[src/hdl/assert_macros.svh]
// assertion macros used by the rtl controller
`ifndef ASSERT_MACROS_SVH
`define ASSERT_MACROS_SVH

// concurrent check on the rising clock edge, off while reset is asserted
`define KRTA_ASSERT(lbl, clk, rst_n, prop, msg) \
  lbl: assert property (@(posedge clk) disable iff (!rst_n) prop) else $error(msg);

// implication whose consequent is checked in the next cycle
`define KRTA_ASSERT_NEXT(lbl, clk, rst_n, ante, cons, msg) \
  `KRTA_ASSERT(lbl, clk, rst_n, (ante) |=> (cons), msg)

`endif

[src/hdl/krta_pkg.sv]
// types and constants of the keyed record table allocator
`timescale 1ns / 1ps

package krta_pkg;

  localparam int TABLE_DEPTH = 128;
  localparam int ALIGN_MASK  = 63;
  localparam int IDX_W       = $clog2(TABLE_DEPTH);
  localparam int CNT_W       = $clog2(TABLE_DEPTH + 1);
  localparam int LIM_W       = (CNT_W > 8) ? CNT_W : 8;

  localparam logic [16:0] ALIGN_MASK_X  = 17'(ALIGN_MASK);
  localparam logic [7:0]  MAX_ITEMS_RST = 8'd126;
  localparam logic [2:0]  NUM_PART_RST  = 3'd4;
  localparam logic [15:0] CAPACITY_RST  = 16'd64756;
  localparam logic [31:0] VERSION_RST   = 32'd1;

  typedef enum logic [1:0] {
    ST_OK        = 2'd0,
    ST_NOT_FOUND = 2'd1,
    ST_NO_SPACE  = 2'd2
  } krta_status_e;

  typedef enum logic [1:0] {
    CFG_MAX_ITEMS = 2'd0,
    CFG_NUM_PART  = 2'd1,
    CFG_CAPACITY  = 2'd2
  } krta_cfg_idx_e;

  typedef enum logic {
    MODE_READ  = 1'b0,
    MODE_WRITE = 1'b1
  } krta_mode_e;

  typedef struct packed {
    logic        mode;
    logic [15:0] record_id;
    logic [15:0] length;
  } krta_req_t;

  typedef struct packed {
    krta_status_e status;
    logic [15:0]  byte_ofs;
    logic [15:0]  result_length;
    logic [31:0]  new_version;
    logic [1:0]   store_partition;
    logic         store_needed;
  } krta_rsp_t;

  typedef struct packed {
    logic [15:0] id;
    logic [15:0] offset;
    logic [15:0] size;
  } krta_entry_t;

  localparam int ENTRY_W = $bits(krta_entry_t);

  // settings seen by the controller, capacity write loads free space at once
  typedef struct packed {
    logic [7:0]  max_items;
    logic [2:0]  num_partitions;
    logic        cap_we;
    logic [15:0] cap_value;
  } krta_cfg_t;

  typedef struct packed {
    logic                re;
    logic [IDX_W-1:0]    raddr;
    logic                we;
    logic [IDX_W-1:0]    waddr;
    krta_entry_t         wdata;
  } krta_ram_req_t;

endpackage

[src/hdl/krta_ctrl.sv]
// scan sequencer, allocation and version bookkeeping
`timescale 1ns / 1ps
`include "assert_macros.svh"

module krta_ctrl (
  input  logic                   clk_i,
  input  logic                   rst_ni,
  input  logic                   start_i,
  input  krta_pkg::krta_req_t    req_i,
  input  krta_pkg::krta_cfg_t    cfg_i,
  output logic                   busy_o,
  output logic                   res_valid_o,
  output krta_pkg::krta_rsp_t    res_o,
  output krta_pkg::krta_ram_req_t ram_o,
  input  krta_pkg::krta_entry_t  ram_rdata_i
);
  import krta_pkg::*;

  typedef enum logic [2:0] {
    S_IDLE   = 3'b001,
    S_SCAN   = 3'b010,
    S_FINISH = 3'b100
  } state_e;

  state_e state_q, state_d;

  krta_req_t        req_q;
  logic [CNT_W-1:0] scan_idx_q, scan_idx_d;
  logic             pend_q, pend_d;
  logic [IDX_W-1:0] pend_idx_q, pend_idx_d;
  logic             found_q, found_d;
  logic [IDX_W-1:0] hit_idx_q, hit_idx_d;
  logic [15:0]      hit_off_q, hit_off_d;
  logic [15:0]      hit_size_q, hit_size_d;

  logic [CNT_W-1:0] count_q, count_d;
  logic [15:0]      free_start_q, free_start_d;
  logic [15:0]      free_bytes_q, free_bytes_d;
  logic [31:0]      version_q, version_d;
  logic [1:0]       part_q, part_d;

  logic             accept;
  logic             hit;
  logic             scan_end;
  logic             rd_en;
  logic [16:0]      aligned;
  logic [LIM_W-1:0] max_items_w;
  logic [LIM_W-1:0] limit;
  logic             room;
  logic             commit;
  logic             append;
  logic [2:0]       part_nxt;

  assign accept = start_i && (state_q == S_IDLE);
  assign busy_o = (state_q != S_IDLE);

  // scan: one read issued per cycle, compare in the cycle after the read
  always_comb begin
    hit      = (state_q == S_SCAN) && pend_q && (ram_rdata_i.id == req_q.record_id);
    scan_end = (state_q == S_SCAN) && !hit && (scan_idx_q >= count_q);
    rd_en    = (state_q == S_SCAN) && !hit && (scan_idx_q < count_q);
  end

  // allocation check for a new id
  always_comb begin
    aligned     = ({1'b0, req_q.length} + ALIGN_MASK_X) & ~ALIGN_MASK_X;
    max_items_w = LIM_W'(cfg_i.max_items);
    limit       = (max_items_w > LIM_W'(TABLE_DEPTH)) ? LIM_W'(TABLE_DEPTH) : max_items_w;
    room        = (LIM_W'(count_q) < limit) && ({1'b0, free_bytes_q} >= aligned);
    commit      = (state_q == S_FINISH) && (req_q.mode == MODE_WRITE) && (found_q || room);
    append      = commit && !found_q;
    part_nxt    = {1'b0, part_q} + 3'd1;
    if ((part_nxt >= cfg_i.num_partitions) || (part_nxt > 3'd3)) begin
      part_nxt = 3'd0;
    end
  end

  always_comb begin
    state_d      = state_q;
    scan_idx_d   = scan_idx_q;
    pend_d       = 1'b0;
    pend_idx_d   = pend_idx_q;
    found_d      = found_q;
    hit_idx_d    = hit_idx_q;
    hit_off_d    = hit_off_q;
    hit_size_d   = hit_size_q;
    count_d      = count_q;
    free_start_d = free_start_q;
    free_bytes_d = free_bytes_q;
    version_d    = version_q;
    part_d       = part_q;

    case (state_q)
      S_IDLE: begin
        if (accept) begin
          state_d    = S_SCAN;
          scan_idx_d = '0;
          found_d    = 1'b0;
        end
      end
      S_SCAN: begin
        if (rd_en) begin
          pend_d     = 1'b1;
          pend_idx_d = scan_idx_q[IDX_W-1:0];
          scan_idx_d = scan_idx_q + CNT_W'(1);
        end
        if (hit) begin
          found_d    = 1'b1;
          hit_idx_d  = pend_idx_q;
          hit_off_d  = ram_rdata_i.offset;
          hit_size_d = ram_rdata_i.size;
          state_d    = S_FINISH;
        end else if (scan_end) begin
          state_d = S_FINISH;
        end
      end
      S_FINISH: begin
        state_d = S_IDLE;
        if (commit) begin
          version_d = version_q + 32'd1;
          part_d    = part_nxt[1:0];
        end
        if (append) begin
          count_d      = count_q + CNT_W'(1);
          free_start_d = free_start_q + aligned[15:0];
          free_bytes_d = free_bytes_q - aligned[15:0];
        end
      end
      default: state_d = S_IDLE;
    endcase

    // the user must send a capacity write only while idle; the block itself does not enforce it
    if (cfg_i.cap_we) begin
      free_bytes_d = cfg_i.cap_value;
    end
  end

  // result formed in the finishing cycle
  always_comb begin
    res_o       = '0;
    res_valid_o = (state_q == S_FINISH);
    if (req_q.mode == MODE_READ) begin
      if (found_q) begin
        res_o.status        = ST_OK;
        res_o.byte_ofs      = hit_off_q;
        res_o.result_length = (req_q.length > hit_size_q) ? hit_size_q : req_q.length;
      end else begin
        res_o.status = ST_NOT_FOUND;
      end
    end else if (found_q || room) begin
      res_o.status          = ST_OK;
      res_o.byte_ofs        = found_q ? hit_off_q : free_start_q;
      res_o.result_length   = req_q.length;
      res_o.new_version     = version_q + 32'd1;
      res_o.store_partition = part_q;
      res_o.store_needed    = 1'b1;
    end else begin
      res_o.status = ST_NO_SPACE;
    end
  end

  always_comb begin
    ram_o.re           = rd_en;
    ram_o.raddr        = scan_idx_q[IDX_W-1:0];
    ram_o.we           = commit;
    ram_o.waddr        = found_q ? hit_idx_q : count_q[IDX_W-1:0];
    ram_o.wdata.id     = req_q.record_id;
    ram_o.wdata.offset = found_q ? hit_off_q : free_start_q;
    ram_o.wdata.size   = req_q.length;
  end

  always_ff @(posedge clk_i or negedge rst_ni) begin
    if (!rst_ni) begin
      state_q      <= S_IDLE;
      pend_q       <= 1'b0;
      found_q      <= 1'b0;
      scan_idx_q   <= '0;
      count_q      <= '0;
      free_start_q <= '0;
      free_bytes_q <= CAPACITY_RST;
      version_q    <= VERSION_RST;
      part_q       <= '0;
    end else begin
      state_q      <= state_d;
      pend_q       <= pend_d;
      found_q      <= found_d;
      scan_idx_q   <= scan_idx_d;
      count_q      <= count_d;
      free_start_q <= free_start_d;
      free_bytes_q <= free_bytes_d;
      version_q    <= version_d;
      part_q       <= part_d;
    end
  end

  always_ff @(posedge clk_i) begin
    if (accept) begin
      req_q <= req_i;
    end
    pend_idx_q <= pend_idx_d;
    hit_idx_q  <= hit_idx_d;
    hit_off_q  <= hit_off_d;
    hit_size_q <= hit_size_d;
  end

  `KRTA_ASSERT(a_count_in_depth, clk_i, rst_ni, (count_q <= CNT_W'(TABLE_DEPTH)), "entry count beyond table depth")
  `KRTA_ASSERT_NEXT(a_write_bumps_version, clk_i, rst_ni, ram_o.we, (version_q != $past(version_q)), "table write without version step")
  `KRTA_ASSERT_NEXT(a_accept_scans, clk_i, rst_ni, accept, (state_q == S_SCAN), "accepted beat did not start a scan")
  `KRTA_ASSERT_NEXT(a_result_then_idle, clk_i, rst_ni, res_valid_o, (state_q == S_IDLE && !pend_q), "sequencer not idle after result")

endmodule

[config.mk]
export PLATFORM = sky130hd
export DESIGN_NAME = krta_ctrl
export DESIGN_NICKNAME = d
export VERILOG_FILES = /design/src/hdl/krta_pkg.sv /design/src/hdl/krta_ctrl.sv
export VERILOG_INCLUDE_DIRS = /design/src /design/src/hdl
export SDC_FILE = /design/constraint.sdc
export NUM_CORES = 1
export LEC_CHECK = 0
export CAP_MARGIN = 20
export CORE_MARGIN = 2
export CORE_UTILIZATION = 51
export DETAILED_ROUTE_END_ITERATION = 8
export DONT_BUFFER_PORTS = 1
export HOLD_SLACK_MARGIN = 0.08
export MAX_ROUTING_LAYER = met4
export PLACE_DENSITY = 0.69
export SYNTH_ARGS = -nofsm -noshare
export SYNTH_HDL_FRONTEND = slang
export SYNTH_SLANG_ARGS = --single-unit
export TNS_END_PERCENT = 20
[constraint.sdc]
create_clock -name clk_i -period 5.94 [get_ports clk_i]
set_clock_uncertainty 0.1 [all_clocks]
set_input_delay 0.297 -clock clk_i [delete_from_list [all_inputs] [get_ports clk_i]]
set_output_delay 0.297 -clock clk_i [all_outputs]
set_load 0.02 [all_outputs]
Word-level counts from Yosys, hierarchy flattened
Index checks and enable logic that the tools add are counted.
{ "word_totals": {"ram_bits": 0, "romBits": 0, "latch_bits": 0, "memories": 0, "regBits": 166, "output_inout_bits": 135, "elab_cells": 91} }
{ "classes": {"magnitude_cmp": 8, "n_div": 0, "n_addsub": 7, "mul": 0, "reduce_logical": 25, "n_eq_ne": 9, "bitwise_logic": 0, "mux": 26, "shift": 0} }
{ "ops": {"columns": ["cell", "count"], "rows": [
  ["$mux 16", 5],
  ["$mux 67", 1],
  ["$mux 35", 1],
  ["$mux 34", 1],
  ["$add 32x1->32 const B", 1],
  ["$mux 32", 1],
  ["$mux 8", 3],
  ["$add 16x6->17 const B", 1],
  ["$ge 16x17->1", 1],
  ["$add 16x16->16", 1],
  ["$add 8x1->8 const B", 2],
  ["$eq 16x16->1", 1],
  ["$gt 16x16->1", 1],
  ["$lt 8x8->1", 2],
  ["$pmux 8 s2", 1],
  ["$sub 16x16->16", 1],
  ["$reduce_and 2->1", 6],
  ["$logic_and 1x1->1", 10],
  ["$mux 3", 3],
  ["$ge 8x8->1", 1],
  ["$gt 8x8->1 const B", 1],
  ["$mux 7", 1],
  ["$ne 2x2->1 const B", 3],
  ["$pmux 3 s2", 1],
  ["other kinds (15)", 25]
]} }

Logic depth before layout (Yosys ltp)
{ "logic_depth": {"depth_word": 10, "mapped_depth": 17, "depth_no_buf": 15} }

Worst setup path after synthesis
No wires, ideal clock.
{ "synth_timing": {"kind": "reg-to-output", "startpoint": "reg req_q, in the netlist ram_o[4]", "endpoint": "out res_o[41] (netlist name)", "arrival_ns": 3.821, "required_time_ns": 5.543, "setup_slack_ns": 1.722, "path_stages_with_launch": 15, "cell_sequence": "edfxtp_1 -> or4_4 -> nor3_4 -> and2b_1 -> xor2_1 -> inv_1 -> ha_1 -> nor2b_1 -> o31ai_1 -> a211oi_1 -> o31ai_2 -> nor2_1 -> a22o_1 -> buf_2 -> a22o_1"} }
{ "synth_lines": {"columns": ["item", "line_no", "text"], "rows": [
  ["start: declaration", "krta_ctrl.sv:27", "krta_req_t req_q;"],
  ["start signal: assignment", "krta_ctrl.sv:198", "req_q <= req_i;"],
  ["end: declaration", "krta_ctrl.sv:13", "output krta_pkg::krta_rsp_t res_o,"]
]} }

==> flow_summary_export.csv <==
group,metric,value,unit
run_status,status,"finished clean",
synthesis,synthesis.instances,875,
synthesis,syn_area_per_cell,10.76,um2
placement,gp_congestion,0.8758,
finish,fillCellCount,1498,
setup_path,worst-endpoint-arrival,5.03,ns
synthesis,yosys_most_used_dff,"edfxtp_1",
detailed_routing,dr.first_iter.drc_count,340,
detailed_routing,post-route-drc-count,0,
detailed_routing,drt-wirelength-per-cell,18.51,um
grt,grt_pass1_vias,6623,
synthesis,synth.cell_area,9418,um2
clock_tree,cts_htree_levels,4,
power,power,3.291,mW
sta,achievable-frequency,0.1844,GHz
die,die_area,19570,um2
grt,grt_start_max_net_pins,82,
grt,grt_pass1_wl,33830,um
run,drv_cap,0,
setup_path,worstSetupPathType,"reg2out",
setup_path,crit_required,5.54,ns
sta,layout_min_cycle_time,5.422,ns
finish,final_standard_cell_area_without_fillers,10740,um2
die,die_height,139.9,um
synthesis,synth-seq-area-share,46.88,%
detailed_routing,ant_nets,0,
setup_path,worstReg2RegStart,"ram_o[4]",
die,fp.coreArea,18020,um2
die,core.rowCount,49,
sta,fin_tns_setup,0,ns
die,floorplan.initialDensity,52.25,%
synthesis,ys.warnings.count,0,
setup_path,worst_path_fanout_max,16,
synthesis,synth_enable_flop_cells,79,
min_path,hold_path.class,"in2reg",
clock_tree,cts_setup_buffers,0,
placement,hpwl,15220,um
finish,final_nets,1087,
finish,multi_input_comb_area,4327,um2
power,worst_ir_drop_vdd,0.0002565,V
detailed_routing,vias_per_cell,5.638,
setup_path,crit-reg2reg-capture,"free_bytes_q[14]",
setup_path,worst-r2r-cell-count,17,
setup_path,reg2reg_setup_slack,0.70,ns
placement,io_buffer_count,0,
power,power.static_leakage,4.291,nW
sta,slew_worst_pin,0.9260,ns
min_path,timing.hold.worst_endpoint,"state_q[1]",
die,io_pins,247,
min_path,timing.hold.worst_path_depth,2,
synthesis,synthDistinctLibCells,59,
clock_tree,clk_lat_worst_skew,0.43,ns
finish,regArea,4415,um2
setup_path,worst_setup_path_end_kind,"output port",
grt,track_usage,22.62,%
placement,placement.cell_area,9280,um2
clock_tree,hold_buffers,84,
grt,gr-total-overflow,0,
clock_tree,cts_resizes,0,
power,cell_pwr_density,306.3,nW/um2
detailed_routing,routed-via-count,6534,
detailed_routing,total_detailed_routing_wirelength,21450,um
die,fp.dieW,139.9,um
finish,syn_to_final_growth,14.08,%
clock_tree,cts.sinks,160,
min_path,min-delay-start,"start_i",
sta,hold-worst-slack,0.1118,ns
synthesis,net_count_after_synthesis,1046,
setup_path,critPathLaunchType,"flip-flop",
synthesis,ys_seq_elements,160,
synthesis,asyncSetResetFlopFracSynth,50.63,%
sta,number_of_hold_slack_violations_in_the_final_timing_report,0,
clock_tree,clock-root-buffer,"clkbuf_16",
detailed_routing,detailedRoute.firstPassIterationCount,5,
clock_tree,post_cts_clock_slew_at_the_launch_and_capture_registers_of_the_worst_setup_and_hold_paths,0.07,ns
clock_tree,cts_inserted_buffers,17,
sta,final_max_slew_viol_count,0,
finish,post_route_cells_drive_above_1_share,10.55,%
clock_tree,cts-root-to-sink-buffers,2,
sta,grt_setup_unrepaired,"false",
sta,setup_violations,0,
sta,final_period_util,91.29,%
grt,antenna_violations_before_repair,1,
sta,slew_headroom,38.18,%
clock_tree,clock_tree_from_tritoncts,"done",
[layer usage]
| metal | vias up | global-route usage (%) | wire [um] |
|---|---|---|---|
| met3 | 33 | 4.581 | 1233 |
| met5 | - | - | 0 |
| li1 | 3114 | - | - |
| met1 | 3171 | 27.97 | 9163 |
| met2 | 216 | 36.71 | 10480 |
| met4 | 0 | 9.000 | 569 |
[cells by family after synthesis]
family                   synth area share (%)
AO/OA/AOI/OAI                           8.742
buffers and inverters                   7.334
AND/OR/NAND/NOR                         14.06
adder cells (fa/ha/maj)                 7.998
flip-flops                              46.88
XOR/XNOR                                10.23
multiplexers                            4.756
[sequential cells by signal (all words and copies together), names as in the netlist]
register / count
pend_q: 1
version_q: 32
req_q: 1
pend_idx_q: 7
part_q: 2
free_start_q: 10
state_q: 3
hit_off_q: 16
hit_idx_q: 7
free_bytes_q: 16
ram_o: 32
scan_idx_q: 8
count_q: 8
hit_size_q: 16
found_q: 1
[cell type report]
cell class                 count  share of cell area (%)
clock buffer                  20                   4.344
inverter                      53                   1.852
multi-input combinational    592                   40.27
timing repair buffer          92                   8.583
antenna                        1                 0.02329
sequential                   160                   41.10
tap                          229                   2.667
clock inverter                12                   1.165
[report_power, final]
| part | leakage (nW) | internal (mW) | switching, mW |
|---|---|---|---|
| combinational | 2.25 | 0.286 | 0.453 |
| clock | 0.282 | 0.620 | 0.465 |
| sequential | 1.76 | 1.29 | 0.173 |
| total | 4.29 | 2.20 | 1.09 |
[Yosys cell counts, types with 5 or more instances]
master     n  share of area (%)
nor3_1    10               0.53
o21ai_0   19                1.0
a21oi_1   21                1.1
nand3_1   28                1.5
nor4_1     9               0.60
nand2_1   80                3.2
a21o_1     9               0.72
nor2_1    64                2.6
and2_1     7               0.46
o21ai_1    9               0.48
edfxtp_1  79                 25
and3_1    12               0.80
nor2b_1    6               0.40
nand4_1   16                1.1
a22o_1    27                2.5
clkbuf_1  12               0.48
nand2b_1   8               0.53
dfstp_2   13                3.6
ha_1      57                7.6
mux2_2    30                3.6
or4_1      5               0.40
xnor2_1   81                7.5
buf_2      7               0.37
inv_1     53                2.1
mux2i_1   11                1.2
buf_4     48                3.8
dfrtp_1   68                 18
xor2_1    29                2.7
[critical path, cell delays in order (launching register included)]
cell and delay [ns]:
edfxtp_1 0.53, or4_4 0.60, nor3_4 0.25, and2b_1 0.25, xor2_1 0.28, inv_1 0.15, ha_1 0.31, nor2b_1 0.14
o31ai_1 0.36, a211oi_1 0.17, o31ai_2 0.48, nor2_1 0.19, a22o_1 0.50, a22o_1 0.38
[stage by stage]
| step | std cells | worst slack (ns) | util, % |
|---|---|---|---|
| 2_1_floorplan | 875 | 1.722 | - |
| 3_5_place_dp | 1041 | 0.9914 | 51.49 |
| 5_1_grt | 1159 | 0.07101 | 59.61 |
| 3_3_place_gp | 1041 | 1.130 | 51.49 |
| 4_1_cts | 1157 | 0.5021 | 59.53 |
| 6_report | 1159 | 0.5176 | 59.61 |
[worst max-delay path by stage]
stage	start	to	depth (start not counted)
floorplan	ram_o[4]	res_o[41]	14
global placement	ram_o[4]	res_o[37]	13
detailed placement	ram_o[4]	res_o[45]	13
CTS	ram_o[4]	res_o[45]	13
global route	ram_o[4]	res_o[38]	13
finish	ram_o[4]	res_o[45]	13
[layout by cell type, fill, tap and decap left out, types with 4 or more instances in the layout]
cell,synthesis,final
dlygate4sd3_1,0,83
xnor2_1,81,81
nand2_1,80,80
edfxtp_1,79,79
dfrtp_1,68,68
nor2_1,64,63
ha_1,57,57
inv_1,53,52
mux2_2,30,30
xor2_1,29,29
nand3_1,28,28
a22o_1,27,27
a21oi_1,21,21
o21ai_0,19,19
clkbuf_16,0,17
nand4_1,16,16
dfstp_2,13,13
and3_1,12,12
mux2i_1,11,11
nor3_1,10,10
a21o_1,9,9
nor4_1,9,9
nand2b_1,8,8
and2_1,7,7
o21ai_1,9,7
buf_4,48,7
nor2b_1,6,6
or4_1,5,5
o21a_1,4,4
o31ai_1,4,4
o211ai_1,4,4
o21bai_1,4,4
clkinv_4,0,4
Note: power is estimated with default switching activity, not from simulation.
